[src/rtl/core/sfcrc_pkg.sv]
// Shared types, constants and the byte-wide CRC-16-CCITT update for the subframe validator.
package sfcrc_pkg;

    localparam int unsigned BYTE_W    = 8;
    localparam int unsigned POS_W     = 8;
    localparam int unsigned START_W   = 10;
    localparam int unsigned REMAIN_W  = 9;
    localparam int unsigned CRC_W     = 16;

    localparam logic [CRC_W-1:0]  CRC_POLY   = 16'h1021;
    localparam logic [CRC_W-1:0]  CRC_INIT   = 16'hFFFF;
    localparam logic [BYTE_W-1:0] END_MARKER = 8'hFF;

    // Result of one word as seen by the output register
    typedef struct packed {
        logic [POS_W-1:0] byte_index;
        logic             frame_end;
        logic             frame_valid;
    } t_walk_status;

    // Fold one byte into the CRC, MSB first, no reflection
    function automatic logic [CRC_W-1:0] crc_byte(input logic [CRC_W-1:0] crc_in,
                                                  input logic [BYTE_W-1:0] data);
        logic [CRC_W-1:0] crc;
        crc = crc_in ^ {data, 8'h00};
        for (int i = 0; i < 8; i++) begin
            if (crc[CRC_W-1]) begin
                crc = {crc[CRC_W-2:0], 1'b0} ^ CRC_POLY;
            end else begin
                crc = {crc[CRC_W-2:0], 1'b0};
            end
        end
        return crc;
    endfunction

endpackage

[src/rtl/core/sfcrc_walker.sv]
// Frame position counter, subframe parser and CRC match tracking.
module sfcrc_walker #(
    parameter int unsigned FRAME_BYTES  = 240,
    parameter int unsigned HEADER_SKIP  = 6,
    parameter int unsigned TAIL_RESERVE = 24
) (
    input  logic                       i_clk,
    input  logic                       i_rst_n,
    input  logic                       i_advance,
    input  logic [sfcrc_pkg::BYTE_W-1:0] i_byte,
    output sfcrc_pkg::t_walk_status    o_status
);
    import sfcrc_pkg::*;

    localparam logic [START_W-1:0] WALK_LIMIT = START_W'(FRAME_BYTES - TAIL_RESERVE);
    localparam logic [START_W-1:0] FIRST_START = START_W'(HEADER_SKIP);
    localparam logic [POS_W-1:0]   LAST_POS = POS_W'(FRAME_BYTES - 1);

    typedef enum logic [2:0] {
        PH_TYPE,
        PH_LEN,
        PH_PAYLOAD,
        PH_CRCLO,
        PH_CRCHI
    } t_phase;

    logic [POS_W-1:0]    r_pos,        n_pos;
    logic [START_W-1:0]  r_next_start, n_next_start;
    t_phase              r_phase,      n_phase;
    logic [REMAIN_W-1:0] r_remaining,  n_remaining;
    logic [CRC_W-1:0]    r_crc,        n_crc;
    logic [BYTE_W-1:0]   r_crc_lo,     n_crc_lo;
    logic                r_checkable,  n_checkable;
    logic                r_stopped,    n_stopped;
    logic                r_match,      n_match;

    logic                w_last;
    logic [REMAIN_W-1:0] w_len;
    logic [START_W-1:0]  w_end;

    assign w_last = (r_pos >= LAST_POS);
    assign w_len  = {i_byte, 1'b0};
    assign w_end  = START_W'(r_pos) + START_W'(w_len) + START_W'(3);

    // Step the parser by one word, then restart the frame state on its last word
    always_comb begin
        n_pos        = r_pos + POS_W'(1);
        n_next_start = r_next_start;
        n_phase      = r_phase;
        n_remaining  = r_remaining;
        n_crc        = r_crc;
        n_crc_lo     = r_crc_lo;
        n_checkable  = r_checkable;
        n_stopped    = r_stopped;
        n_match      = r_match;

        if (!r_stopped) begin
            unique case (r_phase)
                PH_TYPE: begin
                    if (START_W'(r_pos) == r_next_start) begin
                        if (r_next_start >= WALK_LIMIT || i_byte == END_MARKER) begin
                            n_stopped = 1'b1;
                        end else begin
                            n_phase = PH_LEN;
                        end
                    end
                end
                PH_LEN: begin
                    n_checkable  = (w_end <= WALK_LIMIT);
                    n_next_start = w_end;
                    n_remaining  = w_len;
                    n_crc        = CRC_INIT;
                    n_phase      = (w_len == '0) ? PH_CRCLO : PH_PAYLOAD;
                end
                PH_PAYLOAD: begin
                    n_crc       = crc_byte(r_crc, i_byte);
                    n_remaining = r_remaining - REMAIN_W'(1);
                    if (n_remaining == '0) begin
                        n_phase = PH_CRCLO;
                    end
                end
                PH_CRCLO: begin
                    n_crc_lo = i_byte;
                    n_phase  = PH_CRCHI;
                end
                PH_CRCHI: begin
                    if (r_checkable && r_crc == {i_byte, r_crc_lo}) begin
                        n_match = 1'b1;
                    end
                    n_phase = PH_TYPE;
                end
                default: begin
                    n_phase = PH_TYPE;
                end
            endcase
        end

        // Verdict includes a CRC closed by this very word
        o_status.byte_index  = r_pos;
        o_status.frame_end   = w_last;
        o_status.frame_valid = w_last && n_match;

        if (w_last) begin
            n_pos        = '0;
            n_next_start = FIRST_START;
            n_phase      = PH_TYPE;
            n_remaining  = '0;
            n_crc        = CRC_INIT;
            n_crc_lo     = '0;
            n_checkable  = 1'b0;
            n_stopped    = 1'b0;
            n_match      = 1'b0;
        end
    end

    // Hold parser state, advance on each accepted word
    always_ff @(posedge i_clk) begin
        if (!i_rst_n) begin
            r_pos        <= '0;
            r_next_start <= FIRST_START;
            r_phase      <= PH_TYPE;
            r_remaining  <= '0;
            r_crc        <= CRC_INIT;
            r_crc_lo     <= '0;
            r_checkable  <= 1'b0;
            r_stopped    <= 1'b0;
            r_match      <= 1'b0;
        end else if (i_advance) begin
            r_pos        <= n_pos;
            r_next_start <= n_next_start;
            r_phase      <= n_phase;
            r_remaining  <= n_remaining;
            r_crc        <= n_crc;
            r_crc_lo     <= n_crc_lo;
            r_checkable  <= n_checkable;
            r_stopped    <= n_stopped;
            r_match      <= n_match;
        end
    end

endmodule

[src/rtl/core/subframe_crc_frame_validator_core.sv]
// Top level of the subframe CRC frame validator: stream handshake and output register.
//
// Usage:
//   The slave channel takes one frame byte per word, frames of FRAME_BYTES bytes
//   back to back with no framing signal; position is counted internally.
//   The master channel returns every byte unchanged with its index in the frame.
//   tlast marks the last byte of each frame, and tuser on that word is 1 when at
//   least one subframe CRC that ends within the walk limit matched.
//   An accepted word is registered and offered in the following cycle.
//   One word is taken per cycle unless the receiver stalls; the parser and the
//   byte-wide CRC update sit in one stage between the parser and output registers.
//   When the receiver stalls the output register holds its word and the slave
//   side takes a new word only in a cycle where that word is being taken.
//   Reset clears the position counter, the parser and the output valid flag;
//   the first byte after reset is byte 0 of a frame.
//   Invalid frames are passed through; dropping them is left downstream.
module subframe_crc_frame_validator_core #(
    parameter int unsigned FRAME_BYTES  = 240,
    parameter int unsigned HEADER_SKIP  = 6,
    parameter int unsigned TAIL_RESERVE = 24
) (
    input  logic        i_clk,
    input  logic        i_rst_n,
    input  logic        i_s_tvalid,
    output logic        o_s_tready,
    input  logic [7:0]  i_s_tdata,   // [7:0] data_byte
    output logic        o_m_tvalid,
    input  logic        i_m_tready,
    output logic [15:0] o_m_tdata,   // [7:0] byte_out, [15:8] byte_index
    output logic        o_m_tlast,   // frame_end
    output logic        o_m_tuser    // [0] frame_valid
);
    import sfcrc_pkg::*;

    logic         w_accept;
    t_walk_status w_status;

    logic              r_m_valid;
    logic [BYTE_W-1:0] r_m_byte;
    t_walk_status      r_m_status;

    assign o_s_tready = !r_m_valid || i_m_tready;
    assign w_accept   = i_s_tvalid && o_s_tready;

    sfcrc_walker #(
        .FRAME_BYTES  (FRAME_BYTES),
        .HEADER_SKIP  (HEADER_SKIP),
        .TAIL_RESERVE (TAIL_RESERVE)
    ) u_walker (
        .i_clk     (i_clk),
        .i_rst_n   (i_rst_n),
        .i_advance (w_accept),
        .i_byte    (i_s_tdata),
        .o_status  (w_status)
    );

    // Track output word occupancy
    always_ff @(posedge i_clk) begin
        if (!i_rst_n) begin
            r_m_valid <= 1'b0;
        end else if (w_accept) begin
            r_m_valid <= 1'b1;
        end else if (i_m_tready) begin
            r_m_valid <= 1'b0;
        end
    end

    // Load output payload on accept
    always_ff @(posedge i_clk) begin
        if (w_accept) begin
            r_m_byte   <= i_s_tdata;
            r_m_status <= w_status;
        end
    end

    assign o_m_tvalid = r_m_valid;
    assign o_m_tdata  = {r_m_status.byte_index, r_m_byte};
    assign o_m_tlast  = r_m_status.frame_end;
    assign o_m_tuser  = r_m_status.frame_valid;

endmodule

[config.mk]
export PLATFORM = sky130hd
export DESIGN_NAME = subframe_crc_frame_validator_core
export DESIGN_NICKNAME = d
export VERILOG_FILES = /design/src/rtl/core/sfcrc_pkg.sv /design/src/rtl/core/sfcrc_walker.sv /design/src/rtl/core/subframe_crc_frame_validator_core.sv
export SDC_FILE = /design/constraint.sdc
export NUM_CORES = 1
export LEC_CHECK = 0
export ABC_AREA = 1
export BUFFER_PORTS_ARGS = -buffer_cell sky130_fd_sc_hd__buf_2
export CAP_MARGIN = 15
export CORE_MARGIN = 5
export CORE_UTILIZATION = 60
export CTS_CLUSTER_DIAMETER = 100
export DETAILED_ROUTE_END_ITERATION = 7
export PLACE_DENSITY_LB_ADDON = 0.1
export SLEW_MARGIN = 40
export SYNTH_ARGS = -nofsm -noshare
export SYNTH_HDL_FRONTEND = slang
export SYNTH_HIERARCHICAL = 1
export SYNTH_SLANG_ARGS = --single-unit
[constraint.sdc]
create_clock -name i_clk -period 3.75 [get_ports i_clk]
set_clock_uncertainty 0.15 [all_clocks]
set_input_delay 0.9375 -clock i_clk [delete_from_list [all_inputs] [get_ports i_clk]]
set_output_delay 0.9375 -clock i_clk [all_outputs]
set_load 0.02 [all_outputs]
Word level (Yosys, flattened, before mapping)
Cells that the tools add are included.
- bitwise operators: 9
- reduce and logical (&&, ||, !) cells: 17
- muxes and demuxes: 56
- $add $sub $neg: 4
- equal/unequal tests: 11
- magnitude comparators: 3
- operators by type and width (kind ; number):
    16-bit 2-to-1 mux ; 16
    13-bit 2-to-1 mux ; 8
    8-bit 2-to-1 mux ; 4
    16-bit one-hot mux with 2 select lines ; 1
    10-bit 2-to-1 mux ; 3
    3-bit inverter ; 8
    9-bit zero test ; 2
    9-bit 2-to-1 mux ; 2
    9-bit one-hot mux with 2 select lines ; 1
    16-bit == test ; 1
    16-bit XOR ; 1
    1-bit 2-to-1 mux ; 15
    3-bit 2-to-1 mux ; 5
    3-bit one-hot mux with 4 select lines ; 1
    10-bit by 2-bit adder with 10-bit output (second input constant) ; 1
    8-bit by 9-bit adder with 10-bit output ; 1
    8-bit by 10-bit == test with 1-bit output ; 1
    10-bit by 8-bit greater-or-equal comparator with 1-bit output (second input constant) ; 1
    10-bit by 8-bit less-or-equal comparator with 1-bit output (second input constant) ; 1
    3-bit AND reduction ; 3
    9-bit by 1-bit subtractor with 9-bit output (second input constant) ; 1
    8-bit by 1-bit adder with 8-bit output (second input constant) ; 1
    8-bit == test (second input constant) ; 1
    8-bit greater-or-equal comparator (second input constant) ; 1
    13 further kinds ; 20
- flip-flop bits (word level): 76
- word-level logic and storage cells: 114
- output and inout port bits: 20
- bits of input ports: 12

Depth between registers and ports, before layout
Gate-level depths: netlist of run 1.
- word-level depth: 34
- gate-level depth with buffers: 14

By module
Netlist of run 1, hierarchy kept.
- modules (own cells, without submodules) (module ; instances ; cells each ; area each (um2)):
    sfcrc_walker ; 1 ; 510 ; 3654.8
    subframe_crc_frame_validator_core ; 1 ; 25 ; 591.8

Least setup slack after synthesis of run 1
Ideal clock, no wire load.
- kind: input port to flip-flop
- start: in i_s_tvalid
- end: reg u_walker.r_next_start[5]
- required time: 3472 ps
- buffers on the path: 0
- path slack: 337 ps
- stages: 11
- arrival: 3136 ps
- cells stage by stage: inv_1 a21oi_1 inv_2 nor2_4 inv_2 nor2_2 inv_1 nand2_1 inv_2 a21oi_1 nor2_1
- word-level cells in the longest chain between the ends: 2
- ends and longest elaborated chain (element ; line ; source):
    start: declaration ; subframe_crc_frame_validator_core.sv:24 ; input logic i_s_tvalid,
    1-bit logical AND ; subframe_crc_frame_validator_core.sv:43 ; assign w_accept = i_s_tvalid && o_s_tready;
    named net w_accept ; subframe_crc_frame_validator_core.sv:35 ; logic w_accept;
    3-bit AND reduction (no line) ; n/a ;
    end signal: assignment ; sfcrc_walker.sv:130 ; r_next_start <= n_next_start;
    end: declaration ; sfcrc_walker.sv:28 ; logic [START_W-1:0] r_next_start, n_next_start;
The timed path passes the listed nets, and every way through them passes these cells.
A chain may end at the register's enable or synchronous reset.

Final worst setup path of run 1
- start: in i_s_tdata[0]
- end: reg u_walker.r_checkable
- word-level cells in the longest chain between the ends: 6
- ends and longest elaborated chain (element ; line ; source):
    start: declaration ; subframe_crc_frame_validator_core.sv:26 ; input logic [7:0] i_s_tdata,
    8-bit by 9-bit adder with 10-bit output ; sfcrc_walker.sv:43 ; assign w_end = START_W'(r_pos) + START_W'(w_len) + START_W'(3);
    10-bit by 2-bit adder with 10-bit output ; sfcrc_walker.sv:43 ;
    10-bit by 8-bit less-or-equal comparator with 1-bit output ; sfcrc_walker.sv:69 ; n_checkable = (w_end <= WALK_LIMIT);
    1-bit 2-to-1 mux ; sfcrc_walker.sv:58 ; unique case (r_phase)
    1-bit 2-to-1 mux ; sfcrc_walker.sv:57 ; if (!r_stopped) begin
    1-bit 2-to-1 mux ; sfcrc_walker.sv:103 ; if (w_last) begin
    end signal: assignment ; sfcrc_walker.sv:135 ; r_checkable <= n_checkable;
    end: declaration ; sfcrc_walker.sv:33 ; logic r_checkable, n_checkable;
Every way passes these cells. The select of a mux whose other input is x is not followed.

==> impl_results.md, run 1 <==
* Status: completed
* Total GRT Usage at 0.237
* Post-synth top cells: nand2_1, dfxtp_1, inv_1
* Crit end category: register
* Post-route cell area at around 4700 sq um
* Least-Margin Pin Slew at about 0.43 ns
* Worst min-delay path class: register to register
* Ys async rst share at 0
* Row Count at 30
* CTS H-Tree Depth at 3
* ANT cells at 0
* Simple-Gate Fraction of Synth Area at 0.257
* RSZ-0062 raised after global routing: false
* Largest net degree at the start of global routing at 25
* Multiplexer share of the synthesized area at 0
* Synth Area in Compound Gates at 0.108
* Synth area leaders: dfxtp_1, edfxtp_1, nand2_1
* Drt drc at 0
* Die area at 8860 sq um
* Family with the most delay on the worst path: adder cells
* Final Max Tran Viols at 0
* PwrDens at 511 nW/um^2
* Post-synthesis adder-cell area fraction at 0.0607
* TritonCTS clock tree: built
* CTS Buffer Depth at 2
* XOR/XNOR share of the synthesized area at 0.101
* Leak at 0.00205 uW
* Area share of the largest cell type after synthesis at 0.273
* Yosys Warn Count at 6
* Post-place setup slack at 0.563 ns
* Most common cell in the synthesized netlist: nand2_1
* Ports at 32
* Initial antenna violation count at 0
* Yosys reg bits at 76
* Routed WL at slightly below 10000 um
* Post-synthesis sequential area ratio at 0.401
* Initial Utilization at 0.622
* Tmin final at 2.86 ns
* # port buffers at 31
* Clk slew on worst S/H paths at about 0.080 ns
* Vert. Die Dim at around 94 um
* Via count at 3635
* DRT iter0 DRCs at 287
* Netlist cell types at 45
* Worst r2r path cells at 13
* CP startpoint kind: input pin
* Clock sinks at 76
* Final worst slack at slightly below 0.9 ns
* Levels on crit path at 14
* Post_cts resized at 0
* Main combinational cell family by area after synthesis: simple AND/OR/NAND/NOR gates
* Hold-fix buffers, CTS at 0
* Crit path kind: input pin to register
* CP bufs+invs at 5
* Share of layout cells above drive strength 1 at 0.155
* Remaining global-route overflow at 0
* Clock root cell: clkbuf_8
* Final Hold Viols at 0
* Syn nets at 567
* Worst path arrival time at 2.96 ns
* Layout area overhead at 9.72%
* Vias in the first global route at roughly 3400
* CTS buffer count at 9
* Setup bufs post-CTS at 0
* Placed Cells incl. Taps at 653
* Critical-path maximum fanout at 7
* Rel. slew slack at 0.711
* Placer congestion estimate at 0.914
* Synth Flop Type: dfxtp_1
* Hold Crit Depth at 2
* Max IR drop VDD at between 0.2 and 0.3 mV
* Die W at 94.1 um
* Final setup TNS at 0 ns
* Critical Path RT at around 3.9 ns
* WL/cell at about 15 um
* Yosys top cell by area: dfxtp_1
* Remaining antenna violation count at 0
* DP Wirelength at 7100 um
* First-pass GRT wire length at around 16000 um
* Final setup vio count at 0
* Post-Syn Instances at 535
* CP max-delay cell: fa_1
* Post-synth EDFFs at 18
* Cell mode on critical path: inv_1
* Tot Pwr at about 2400 uW
* CP Cell Sequence: buf_2 > inv_1 > ha_1 > inv_1 > ha_1 > inv_1 > fa_1 > inv_1 > nand4_1 > nand3_1 > xor2_1 > nand3_1 > nand3_1 > a21oi_1
* Core area at 6830 sq um
* Worst skew pair latency at 0.35 ns
* Post-DP Area at 4470 sq um
* Post-synthesis cell area at 4250 sq um
* Period utilisation layout at 0.762
* # Max-Cap Violations at 0
* Via/cell ratio at 5.43
* Synth Area per Inst at 7.94 sq um
* Max Clock Freq at 350 MHz
* Drt first pass iters at 5
* Final layout net count at 600
* Layout Cells excl Fill at 669
* Worst path max stage delay at 0.40 ns
[final timing paths]
check	slack, ns	endpoint	start
max	0.89	u_walker/r_checkable	i_s_tdata[0]
min	0.32	u_walker/r_remaining[1]	u_walker/r_remaining[1]
max reg2reg	1.16	u_walker/r_checkable	u_walker/r_pos[1]
min reg2reg	0.32	u_walker/r_remaining[1]	u_walker/r_remaining[1]
[stage by stage]
step                hold slack [ns]   util
floorplan                     0.289      -
global placement              0.299  0.654
detailed placement            0.302  0.654
CTS                           0.314  0.682
global route                  0.341  0.682
finish                        0.318  0.682
[cell families after synthesis]
logic type / count (synthesis)
DFF: 76
AOI/OAI and AO/OA: 83
and+or+nand+nor: 240
buffers and inverters: 72
adders and majority gates: 20
xor gates and xnor gates: 44
[power breakdown]
group / leakage, uW / switching [uW] / internal (uW)
registers: 0.000649 / 75.0 / 925
clock network: 0.0000973 / 300 / 296
logic: 0.00131 / 496 / 290
total: 0.00205 / 871 / 1510
[cell usage in the layout (no fill, tap or decap), types with 4 or more instances in the layout]
master,synthesis,final
o21ai_0,14,14
nor2_1,39,39
buf_2,2,31
dfxtp_1,58,58
a21oi_1,41,40
nand2_1,128,128
ha_1,19,19
nor2_4,4,4
xor2_1,22,22
inv_1,46,46
clkbuf_8,0,10
xnor2_2,4,4
nor4_1,6,6
nand3_1,37,37
edfxtp_1,18,18
o211ai_1,8,8
o21ai_1,12,12
nand2_2,6,6
inv_2,11,11
nand4_1,4,4
xnor2_1,16,16
[metal layers]
layer  routed length [um]  up-vias  track usage
met5                    0        -            0
met4                  114        0       0.0614
met3                  598       11       0.0577
met2                 4270      114        0.367
met1                 4830     1700        0.332
li1                     -     1810            -
[layout make-up]
type / count / area, sq um
Sequential cell: 76 / 1700
Multi-Input combinational cell: 387 / 2240
Fill cell: 605 / 2170
Timing Repair Buffer: 34 / 178
Clock buffer: 12 / 166
Clock inverter: 4 / 22.5
Inverter: 60 / 233
Tap cell: 96 / 120
[registers in the layout (all words and copies together), names as in the netlist, 3 cells and up]
| register | count |
|---|---|
| u_walker/r_pos | 8 |
| o_m_tdata | 8 |
| r_m_byte | 8 |
| u_walker/r_phase | 3 |
| u_walker/r_crc_lo | 8 |
| u_walker/r_remaining | 9 |
| u_walker/r_next_start | 10 |
| u_walker/r_crc | 16 |
[tightest hold or removal path, delay by kind of cell, from the launching register on]
family,cells,cell delay (ns)
flops,1,0.31
compound gates,1,0.05
simple gates,1,0.06
Note: power is estimated with default switching activity, not from simulation.
==> run 2: changes to the inputs <==
CORE_UTILIZATION = 54   (was 60)
clock period = 2.5 ns   (was 3.75 ns; I/O delays follow)
==> run 2 against run 1 <==
Via count increased by 3.2%. Register-to-register slack got worse by 1.1 ns. Cell count increased by 4.3%. Worst setup slack got worse by 0.80 ns. Sequential power increased by 50%. Core utilization decreased by 4.2 points. Clock power increased by 90%. Total power increased by 62%. Largest power group unchanged.
==> impl_results.md, run 2 (synthesis results as in run 1) <==
* CTS buffer count at 9
* Via/cell ratio at between 5 and 6
* Die W at 98.7 um
* Row Count at 32
* Layout Cells excl Fill at roughly 700
* Reg2Reg Setup Slack at 0.10 ns
* Crit end category: register
* First-pass GRT wire length at roughly 18000 um
* Remaining global-route overflow at 0
* Max IR drop VDD at 0.449 mV
* # port buffers at 31
* Fill cells at 707
* TritonCTS clock tree: built
* Worst skew pair latency at 0.34 ns
* Hold-fix buffers, CTS at 0
* Tmin final at ~2.4 ns
* Worst path arrival time at 2.54 ns
* Final Max Tran Viols at 0
* Leak at 0.00220 uW
* Drt first pass iters at 5
* Initial Utilization at 0.552
* Placed Cells incl. Taps at approximately 700
* CTS Buffer Depth at 2
* Die area at 9740 sq um
* Share of layout cells above drive strength 1 at 0.201
* ANT cells at 0
* Drt drc at 0
* Most frequent cells in the layout: nand2_1, dfxtp_1, inv_1
* Placer congestion estimate at 0.896
* Total GRT Usage at 0.228
* Least-Margin Pin Slew at 0.388 ns
* Via count at 3750
* Clock sinks at 76
* Status: completed
* Vert. Die Dim at slightly below 100 um
* Remaining antenna violation count at 0
* Most common cell after layout, fill and taps aside: nand2_1
* Ports at 32
* Final setup vio count at 0
* Rel. slew slack at 0.739
* PwrDens at between 700 and 800 nW/um^2
* Core area at 7690 sq um
* Initial antenna violation count at 0
* Critical-path maximum fanout at 2
* CTS H-Tree Depth at 3
* Post-place setup slack at -0.291 ns
* Layout area overhead at 15.8%
* Clock root cell: clkbuf_8
* Crit path kind: input pin to register
* Largest net degree at the start of global routing at 27
* Final worst slack at 0.0859 ns
* HP Start: u_walker/r_next_start[9]
* Max Clock Freq at between 400 and 500 MHz
* Clk slew on worst S/H paths at 0.08 ns
* Period utilisation layout at 0.966
* Largest regs: u_walker/r_crc: 16 flops, u_walker/r_next_start: 10 flops, u_walker/r_remaining: 9 flops
* Largest register FFs at 16
* Biggest register: u_walker/r_crc
* # Max-Cap Violations at 0
* Critical Path RT at 2.62 ns
* Hold slack at ~0.32 ns
* Vias in the first global route at about 3600
* CP startpoint: i_s_tdata[0]
* DRT iter0 DRCs at 237
* CP startpoint kind: input pin
* Final Hold Viols at 0
* Worst min-delay path class: register to register
* Worst r2r src: u_walker/r_pos[1]
* Routed WL at about 11000 um
* Final layout net count at 623
* WL/cell at approximately 15 um
* DP Wirelength at between 7000 and 8000 um
* Layout Utilization at 0.640
## run 2: worst max-delay path, cell delays in order
cell	delay [ns]
buf_2	0.10
inv_1	0.04
ha_1	0.27
inv_2	0.08
ha_4	0.13
inv_2	0.04
fa_2	0.40
inv_2	0.07
nand3_1	0.06
nand3_1	0.09
xor2_1	0.20
nand2_1	0.10
nand3_1	0.09
nand3_1	0.09
a21oi_1	0.15
## run 2: power by group
part | internal (uW) | total [uW] | switching [uW]
clock | 660 | 1130 | 470
combinational | 468 | 1240 | 767
sequential | 1390 | 1500 | 114
total | 2520 | 3870 | 1350
## run 2: repair_timing
item | in CTS | in global routing
buffers inserted | 0 | 2
hold endpoints to repair | 0 | 0
setup endpoints to repair | 0 | 2
gates resized for setup | 0 | 9
## run 2: worst paths after layout
check	to	cells after the start
max reg2reg	u_walker/r_checkable	14
max	u_walker/r_checkable	15
min reg2reg	u_walker/r_next_start[9]	2
min	u_walker/r_next_start[9]	2
## run 2: layout make-up
cell class / count / area, sq um / share of cell area
repair buffers: 57 / 350 / 0.0712
well taps: 102 / 128 / 0.0259
clock inverters: 7 / 115 / 0.0234
clock buffers: 9 / 124 / 0.0252
inverters: 60 / 233 / 0.0473
multi-input cells: 387 / 2270 / 0.461
flip-flops and latches: 76 / 1700 / 0.346
## run 2: per-stage QoR
step,total power [uW],area [sq um],setup TNS [ns]
6_report,3870,4920,0
5_1_grt,4110,4920,-0.0181
4_1_cts,3850,4880,0
3_5_place_dp,2730,4640,-0.824
3_3_place_gp,2700,4640,-0.486
2_1_floorplan,2480,4260,0
## run 2: layer usage
layer,vias up,part of all wire,global-route usage
li1,1860,-,-
met1,1766,0.47,0.322
met2,111,0.46,0.365
met3,13,0.057,0.0396
met4,0,0.013,0.0546
met5,-,0,0
==> run 3: changes to the inputs <==
CELL_PAD_IN_SITES_DETAIL_PLACEMENT = 1   (was default)
CELL_PAD_IN_SITES_GLOBAL_PLACEMENT = 1   (was default)
CORE_UTILIZATION = 41   (was 54)
==> run 3 against run 2 <==
Core utilization down 15 points. Critical path depth down 1. Total power down 1.4%. First-iteration DRC count down 54%. Combinational power about the same. Cell area up 1.2%.
==> impl_results.md, run 3 (synthesis results as in run 1) <==
* Largest regs: u_walker/r_crc: 16 flops, u_walker/r_next_start: 10 flops, u_walker/r_remaining: 9 flops
* Seq pwr share at 0.393
* Worst skew pair latency at 0.36 ns
* Final setup TNS at 0 ns
* Layout area overhead at 17.2%
* First-pass GRT wire length at ~20000 um
* Biggest register: u_walker/r_crc
* Largest register FFs at 16
* Leak at 0.00222 uW
* Max IR drop VDD at 0.376 mV
* Remaining antenna violation count at 0
* Worst min-delay path class: register to register
* Clock sinks at 76
* Fill cells at 1270
* ANT cells at 0
* Via/cell ratio at 5.09
* CTS Buffer Depth at 2
* Total GRT Usage at 0.202
* Drt drc at 0
* Hold slack at ~0.32 ns
* Most common cell after layout, fill and taps aside: nand2_1
* # Max-Cap Violations at 0
* Most frequent cells in the layout: nand2_1, dfxtp_1, inv_1
* Routed WL at 12300 um
* Sw Ratio at 0.366
* Net switching power at roughly 1400 uW
* Crit path kind: input pin to register
* Clk slew on worst S/H paths at 0.08 ns
* Vert. Die Dim at 112 um
* Initial Utilization at 0.415
* Placed Cells incl. Taps at approximately 720
* CTS buffer count at 9
* Post_cts resized at 0
* WL/cell at 16.7 um
* Final layout net count at between 600 and 700
* Remaining global-route overflow at 0
* RSZ-0062 raised after global routing: false
* Crit end category: register
* Setup bufs post-CTS at 0
* Layout Utilization at 0.486
* Die W at roughly 110 um
* Row Count at 37
* Worst path arrival time at around 2.4 ns
* Least-Margin Pin Slew at 0.443 ns
* DRT iter0 DRCs at 108
* Ports at 32
* Rel. slew slack at 0.703
* Tmin final at 2.33 ns
* PwrDens at 766 nW/um^2
* Critical Path RT at 2.61 ns
* # port buffers at 31
* Die area at ~12000 sq um
* Clock root cell: clkbuf_8
* Logic pwr share at 0.333
* Initial antenna violation count at 0
* Final setup vio count at 0
* Max Clock Freq at 429 MHz
* Final Hold Viols at 0
* Status: completed
* Placer congestion estimate at between 0.8 and 0.9
* Share of layout cells above drive strength 1 at 0.201
* Vias in the first global route at 3912
* Pint at 2420 uW
* Period utilisation layout at 0.932
* Drt first pass iters at 4
* Critical-path maximum fanout at 2
* Largest net degree at the start of global routing at 25
* Layout Cells excl Fill at approximately 740
* TritonCTS clock tree: built
* Final Max Tran Viols at 0
* CTS H-Tree Depth at 3
* DP Wirelength at between 9000 and 10000 um
* Core area at 10200 sq um
* CP startpoint kind: input pin
* Via count at 3750
* Clock share of power at 0.274
* Hold-fix buffers, CTS at 0
==> run 3: critical path, cell delays in order <==
cell	delay, ns
buf_2	0.12
inv_1	0.05
ha_1	0.28
inv_1	0.08
ha_2	0.18
inv_1	0.05
fa_2	0.34
inv_1	0.08
nand4_1	0.12
nand3_2	0.10
xor2_1	0.18
nand3_1	0.10
nand3_1	0.09
a21oi_1	0.06
==> run 3: area by class of cell <==
| class | instances | area, sq um | area share |
|---|---|---|---|
| Clock buffer | 9 | 124 | 0.0249 |
| Clock inverter | 7 | 91.3 | 0.0184 |
| Inverter | 60 | 233 | 0.0468 |
| Multi-Input combinational cell | 387 | 2260 | 0.453 |
| Sequential cell | 76 | 1700 | 0.342 |
| Tap cell | 136 | 170 | 0.0342 |
| Timing Repair Buffer | 62 | 400 | 0.0805 |
==> run 3: final timing paths <==
kind	startpoint	to	slack, ns	cells after the start
worst max-delay path	i_s_tdata[0]	u_walker/r_checkable	0.17	14
worst min-delay path	u_walker/r_next_start[9]	u_walker/r_next_start[9]	0.32	2
worst max register to register	u_walker/r_pos[1]	u_walker/r_checkable	0.21	13
worst min register to register	u_walker/r_next_start[9]	u_walker/r_next_start[9]	0.32	2
==> run 3: power by group through the flow <==
stage	logic [uW]	registers [uW]	clock network [uW]
floorplan	953	1520	0
global placement	1230	1520	0
detailed placement	1270	1530	0
CTS	1280	1500	1070
global route	1430	1520	1130
finish	1270	1500	1040
==> run 3: per-layer routing <==
| layer | track usage | vias to the layer above | share of wire |
|---|---|---|---|
| met5 | 0 | - | 0 |
| met4 | 0.0519 | 0 | 0.013 |
| met3 | 0.0391 | 12 | 0.042 |
| met2 | 0.341 | 66 | 0.47 |
| met1 | 0.266 | 1811 | 0.47 |
| li1 | - | 1861 | - |
==> run 3: through the flow <==
step                cell area (sq um)  setup slack, ns  total power (uW)
floorplan                        4260           0.0171              2480
global placement                 4750           -0.249              2750
detailed placement               4750           -0.282              2790
CTS                              4970           0.0898              3850
global route                     4980          0.00270              4070
finish                           4980            0.169              3810
